`config.mk`:
```
export PLATFORM = sky130hd
export DESIGN_NAME = cfc_mul
export DESIGN_NICKNAME = d
export VERILOG_FILES = /design/src/rtl/core/circle_center_from_three_points_top_assert.svh /design/src/rtl/core/cfc_mul.sv
export SDC_FILE = /design/constraint.sdc
export NUM_CORES = 2
export LEC_CHECK = 0
export BUFFER_PORTS_ARGS = -buffer_cell sky130_fd_sc_hd__buf_4
export CORE_MARGIN = 4
export CORE_UTILIZATION = 25
export DETAILED_ROUTE_END_ITERATION = 12
export PLACE_DENSITY_LB_ADDON = 0.1
export SYNTH_ARGS = -nofsm -noshare
export SYNTH_HDL_FRONTEND = slang
export SYNTH_SLANG_ARGS = --single-unit
```
`constraint.sdc`:
```
create_clock -name clk -period 15.2 [get_ports clk]
set_input_delay 1.52 -clock clk [delete_from_list [all_inputs] [get_ports clk]]
set_output_delay 1.52 -clock clk [all_outputs]
set_load 0.02 [all_outputs]
```
`src/rtl/core/circle_center_from_three_points_top_assert.svh`:
```
// Assertion macros shared by the circle center RTL.
`ifndef CIRCLE_CENTER_FROM_THREE_POINTS_TOP_ASSERT_SVH
`define CIRCLE_CENTER_FROM_THREE_POINTS_TOP_ASSERT_SVH

`define CFC_ASSERT_IMPL(lbl, ante, cons, msg) \
  lbl: assert property (@(posedge clk) disable iff (rst) (ante) |-> (cons)) else $error(msg);

`define CFC_ASSERT_ALWAYS(lbl, cond, msg) \
  `CFC_ASSERT_IMPL(lbl, 1'b1, cond, msg)

`endif

```
`src/rtl/core/cfc_mul.sv`:
```
module cfc_mul #(
  parameter int WA  = 33,
  parameter int WB  = 33,
  parameter int DIG = 8
) (
  input  logic                    clk,
  input  logic                    en,
  input  logic signed [WA-1:0]    a,
  input  logic signed [WB-1:0]    b,
  output logic signed [WA+WB-1:0] p
);

  localparam int NS = (WB + DIG - 1) / DIG;
  localparam int BE = NS * DIG;
  localparam int PW = WA + BE;

  logic signed [BE-1:0] bx;
  logic signed [PW-1:0] acc  [NS];
  logic signed [WA-1:0] areg [NS-1];
  logic signed [BE-1:0] breg [NS-1];

  assign bx = BE'(b);

  genvar k;
  generate
    for (k = 0; k < NS; k++) begin : g_st
      logic signed [WA-1:0] sa;
      logic signed [BE-1:0] sb;
      logic [DIG-1:0]       dg;
      logic signed [PW-1:0] ax, dx, prev, term;

      if (k == 0) begin : g_first
        assign sa   = a;
        assign sb   = bx;
        assign prev = '0;
      end else begin : g_next
        assign sa   = areg[k-1];
        assign sb   = breg[k-1];
        assign prev = acc[k-1];
      end

      assign dg = sb[DIG*k +: DIG];

      if (k == NS - 1) begin : g_sgn
        assign dx = PW'($signed(dg));
      end else begin : g_uns
        assign dx = PW'($signed({1'b0, dg}));
      end

      assign ax   = PW'(sa);
      assign term = (ax * dx) <<< (DIG * k);

      always_ff @(posedge clk) begin
        if (en) begin
          acc[k] <= prev + term;
        end
      end

      if (k < NS - 1) begin : g_fwd
        always_ff @(posedge clk) begin
          if (en) begin
            areg[k] <= sa;
            breg[k] <= sb;
          end
        end
      end
    end
  endgenerate

  assign p = acc[NS-1][WA+WB-1:0];

endmodule

```
### Word-level counts from Yosys, hierarchy flattened

Memory sizes are Yosys's and may differ from the RTL's.
Cells that the tools add are included.

* multiplexer cells: 2
* add/sub/neg operators: 4
* multiply operators: 5

Operator list (count)
* 33-bit by 9-bit multiplier with 42-bit output: 4
* 73-bit by 50-bit adder with 73-bit output: 1
* 73-bit by 58-bit adder with 73-bit output: 1
* 73-bit by 66-bit adder with 73-bit output: 1
* 73-bit adder: 1
* 33-bit by 8-bit multiplier with 41-bit output: 1
* 1-bit two-way mux: 2

* input port bits: 68
* memories kept: 3
* register bits after elaboration: 0
* bits in writable memories: 657
* logic and storage cells: 14

Memories
* acc: words 5, bits a word 73, read ports 5, clocked after Yosys merged registers in 0, write ports 5, RTL line cfc_mul.sv:18 `logic signed [PW-1:0] acc [NS];`
* breg: words 4, bits a word 40, read ports 4, clocked after Yosys merged registers in 0, write ports 4, RTL line cfc_mul.sv:20 `logic signed [BE-1:0] breg [NS-1];`
* areg: words 4, bits a word 33, read ports 4, clocked after Yosys merged registers in 0, write ports 4, RTL line cfc_mul.sv:19 `logic signed [WA-1:0] areg [NS-1];`

### Depth between registers and ports, before layout

An unclocked memory read counts as a cell.

* depth after elaboration: 3
* mapped depth: 36

### Least setup slack after synthesis

Ideal clock, no wire load.

* path kind: reg-to-reg
* from: memory breg[1][16] (netlist bit)
* to: memory acc[2][64] (netlist bit) (data pin)
* period minus slack after synthesis: 7.532 ns
* stages on the path, launching flop included: 34
* path slack: 7.668 ns
* path buffers: 2
* arrival time: 7.270 ns
* required time: 14.938 ns
* path through: edfxtp_1 > clkbuf_1 > nand2_1 > fa_1 > inv_1 > fa_1 > fa_1 > inv_1 > fa_1 > inv_1 > ha_1 > a21o_1 > a2111oi_2 > a211oi_1 > or2_2 > a31o_2 > a21o_1 > a21oi_1 > o21bai_1 > a21oi_1 > xnor2_1 > ha_1 > clkbuf_1 > nand2_1 > nor2_1 > nand3_1 > a21oi_1 > a21bo_2 > o21ba_2 > a311o_1 > o21ai_1 > nand3_1 > o21ai_1 > xor2_1

RTL lines (RTL line)
* start: declaration: cfc_mul.sv:20
* end: declaration: cfc_mul.sv:18

==> reports/summary.txt <==
Worst setup SP type: flip-flop
mux contribution to synthesized area: 0.0001548
clock-pin slew of the registers on the worst-case setup and hold paths: 0.06 ns
adder-cell share of the synthesized area: 0.4160
ys async rst share: 0
Final Max Slew Viols: 0
Synth Register Bits: 490
residual DRC count: 0
RD Place Congestion: 0.7992
CP endpoint kind: flip-flop
first-pass GRT wire length: 275800 um
via count: 43010
global-route usage over all layers: 0.1309
vias in the first global route: 48400
simple-gate share of the synthesized area: 0.1355
DR WL/cell: 17.14 um
Worst Reg2Reg Path Length in Cells: 30
IO Port Bufs: 133
CP Class: reg2reg
Layout area overhead: 11.25%
largest net degree at the start of global routing: 83
number of fill cells: 27110
top_reg_cell synth: edfxtp_1
XOR/XNOR Fraction of Synth Area: 0.04483
Max stage delay on crit path: 1.18 ns
TNS Setup: 0 ns
slowest CP cell: edfxtp_1
Hold WC Path Type: reg2reg
Max Clock Skew: 0.05561 ns
RR Startpoint: breg[0][13]
synthesized area: 64670 sq um
Avg Vias per Cell: 4.299
CTS tree: yes
number of buffers created by CTS: 66
RSZ-0062 raised after global routing: no
post-DP HPWL: 138600 um
register area: 14710 sq um
num ports: 134
die width: 516.6 um
Routed Antenna Nets: 0
final wirelength: 171500 um
compound-gate portion of the synthesized area: 0.09238
Worst Path Arrival: 9.06 ns
Num Clock Sinks: 490
FF-to-FF End: acc[1][65]
Skew-Pair Late Insertion Delay: 0.70 ns
clk root buf: clkbuf_16
Synth area leaders: fa_1, edfxtp_1, ha_1
min Tclk post-route: 8.680 ns
GRT Residual Overflow: 0
most common cell after layout, fill and taps aside: inv_1
Max-slew headroom: 0.1578
Core Area: 257200 sq um
Post-CTS Repair Setup Buffers: 0
CTS H-tree lvls: 3
Worst Path Required: 15.58 ns
Slew @ Worst Pin: 1.263 ns
Die Footprint: 266900 sq um
most frequent cells in the layout: inv_1, fa_1, and2_1
Final Cycle Share: 0.5711
initial core utilization: 0.2515
endpoints failing hold: 0
Die Height: 516.6 um
Nets: 8195
unique cell type count in the Yosys netlist: 77
share of cells above drive strength 1: 0.04458
Setup-failing EPs final: 0
synth warn: 0
CP Capture Point: acc[1][65]
status: finished clean
MaxCap Viol Count: 0
Post-CTS Resized: 0
largest family of logic cells by synthesized area: adder cells
Crit Path Max Fanout: 33
Max Buffers Root-to-Sink: 3
Synth area leader: fa_1
Iteration-0 DRC Markers: 1514
initial antenna violation count: 3
EDFF count, synth: 490
CTS Hold Bufs: 0
Syn Nets: 8079
Std-Cell Rows: 186
multi-input logic area: 44550 sq um
top-area cell type share of the netlist area: 0.3062
Worst Setup SP: breg[0][13]
DR pass1 iterations: 5
sequential fraction of the synthesis area: 0.2275
Post-Syn Instances: 6454
R2R Setup Slk: 6.52 ns
Min-Delay Path Depth: 0
fmax: 115.2 MHz
Post-Syn Area per Cell: 10.02 sq um
-- worst max-delay path, delay by kind of cell (launching register included) --
kind                       cells  cell delay [ns]
adders and majority gates      6             2.65
AOI/OAI and AO/OA             17             3.47
buffers and inverters          2             0.10
xor gates and xnor gates       1             0.12
and+or+nand+nor                4             0.83
DFF                            1             1.18
-- how the worst min path moves through the flow --
stage | from | endpoint | slack, ns
CTS | breg[0][26] | breg[1][26] | 0.40
finish | breg[0][26] | breg[1][26] | 0.40
global placement | acc[2][20] | acc[3][20] | 0.40
global route | breg[0][26] | breg[1][26] | 0.41
detailed placement | acc[1][1] | acc[2][1] | 0.40
floorplan | acc[0][0] | acc[1][0] | 0.40
-- state kept, by name (all words and copies together), names as in the netlist --
name	cells
areg	132
breg	52
acc	306
-- kinds of logic (layout without fill, tap and decap cells) --
group                    Yosys count  in the layout
buffers and inverters           1440           1604
flip-flops                       490            490
XOR/XNOR                         331            331
adder cells (fa/ha/maj)         1557           1557
other                              0              2
multiplexers                       1              1
AND/OR/NAND/NOR                 1710           1710
AO/OA/AOI/OAI                    925            925
-- synthesized netlist by cell type (19+ instances only) --
cell and n:
o21a_1 55, xnor2_1 251, nor2b_1 44, and2_1 666, fa_1 989, ha_1 568, a21o_1 161, nand4_1 34
a211oi_1 29, nand3_1 43, o211ai_1 31, a31oi_1 19, nand2_1 569, nor2_1 184, o21bai_1 52, nor3_1 45
o21ai_0 148, clkbuf_1 116, inv_1 1323, xor2_1 80, edfxtp_1 490, a21oi_1 304, and3_1 23, nand2b_1 52
-- stage by stage --
| step | area, sq um | worst slack, ns | std cells | utilization | hold slack, ns |
|---|---|---|---|---|---|
| after CTS | 71940 | 6.448 | 10000 | 0.2798 | 0.4029 |
| after global placement | 69710 | 6.634 | 9886 | 0.2711 | 0.4010 |
| after floorplan | 64670 | 7.668 | 6454 | - | 0.4003 |
| after global routing | 71950 | 5.691 | 10000 | 0.2798 | 0.4102 |
| final | 71950 | 6.520 | 10000 | 0.2798 | 0.3967 |
| after detailed placement | 69710 | 6.496 | 9886 | 0.2711 | 0.4045 |
-- cell type report --
| class | instances | share of cell area |
|---|---|---|
| Clock buffer | 82 | 0.02379 |
| Tap cell | 3384 | 0.05885 |
| Sequential cell | 490 | 0.2045 |
| Multi-Input combinational cell | 4524 | 0.6192 |
| Antenna cell | 2 | 0.00006956 |
| Inverter | 1323 | 0.06902 |
| Clock inverter | 34 | 0.007252 |
| Timing Repair Buffer | 165 | 0.01732 |
-- per-layer routing --
| metal | part of all wire | track usage | wire length, um | vias up |
|---|---|---|---|---|
| li1 | - | - | - | 20770 |
| met1 | 0.49 | 0.1805 | 84390 | 21670 |
| met2 | 0.47 | 0.2209 | 79890 | 409 |
| met3 | 0.022 | 0.01203 | 3729 | 168 |
| met4 | 0.020 | 0.03234 | 3425 | 2 |
| met5 | 0.000076 | 0 | 13 | - |
Power is not shown: default switching activity piles up to over one toggle a cycle in this logic, so the estimate is an artifact.
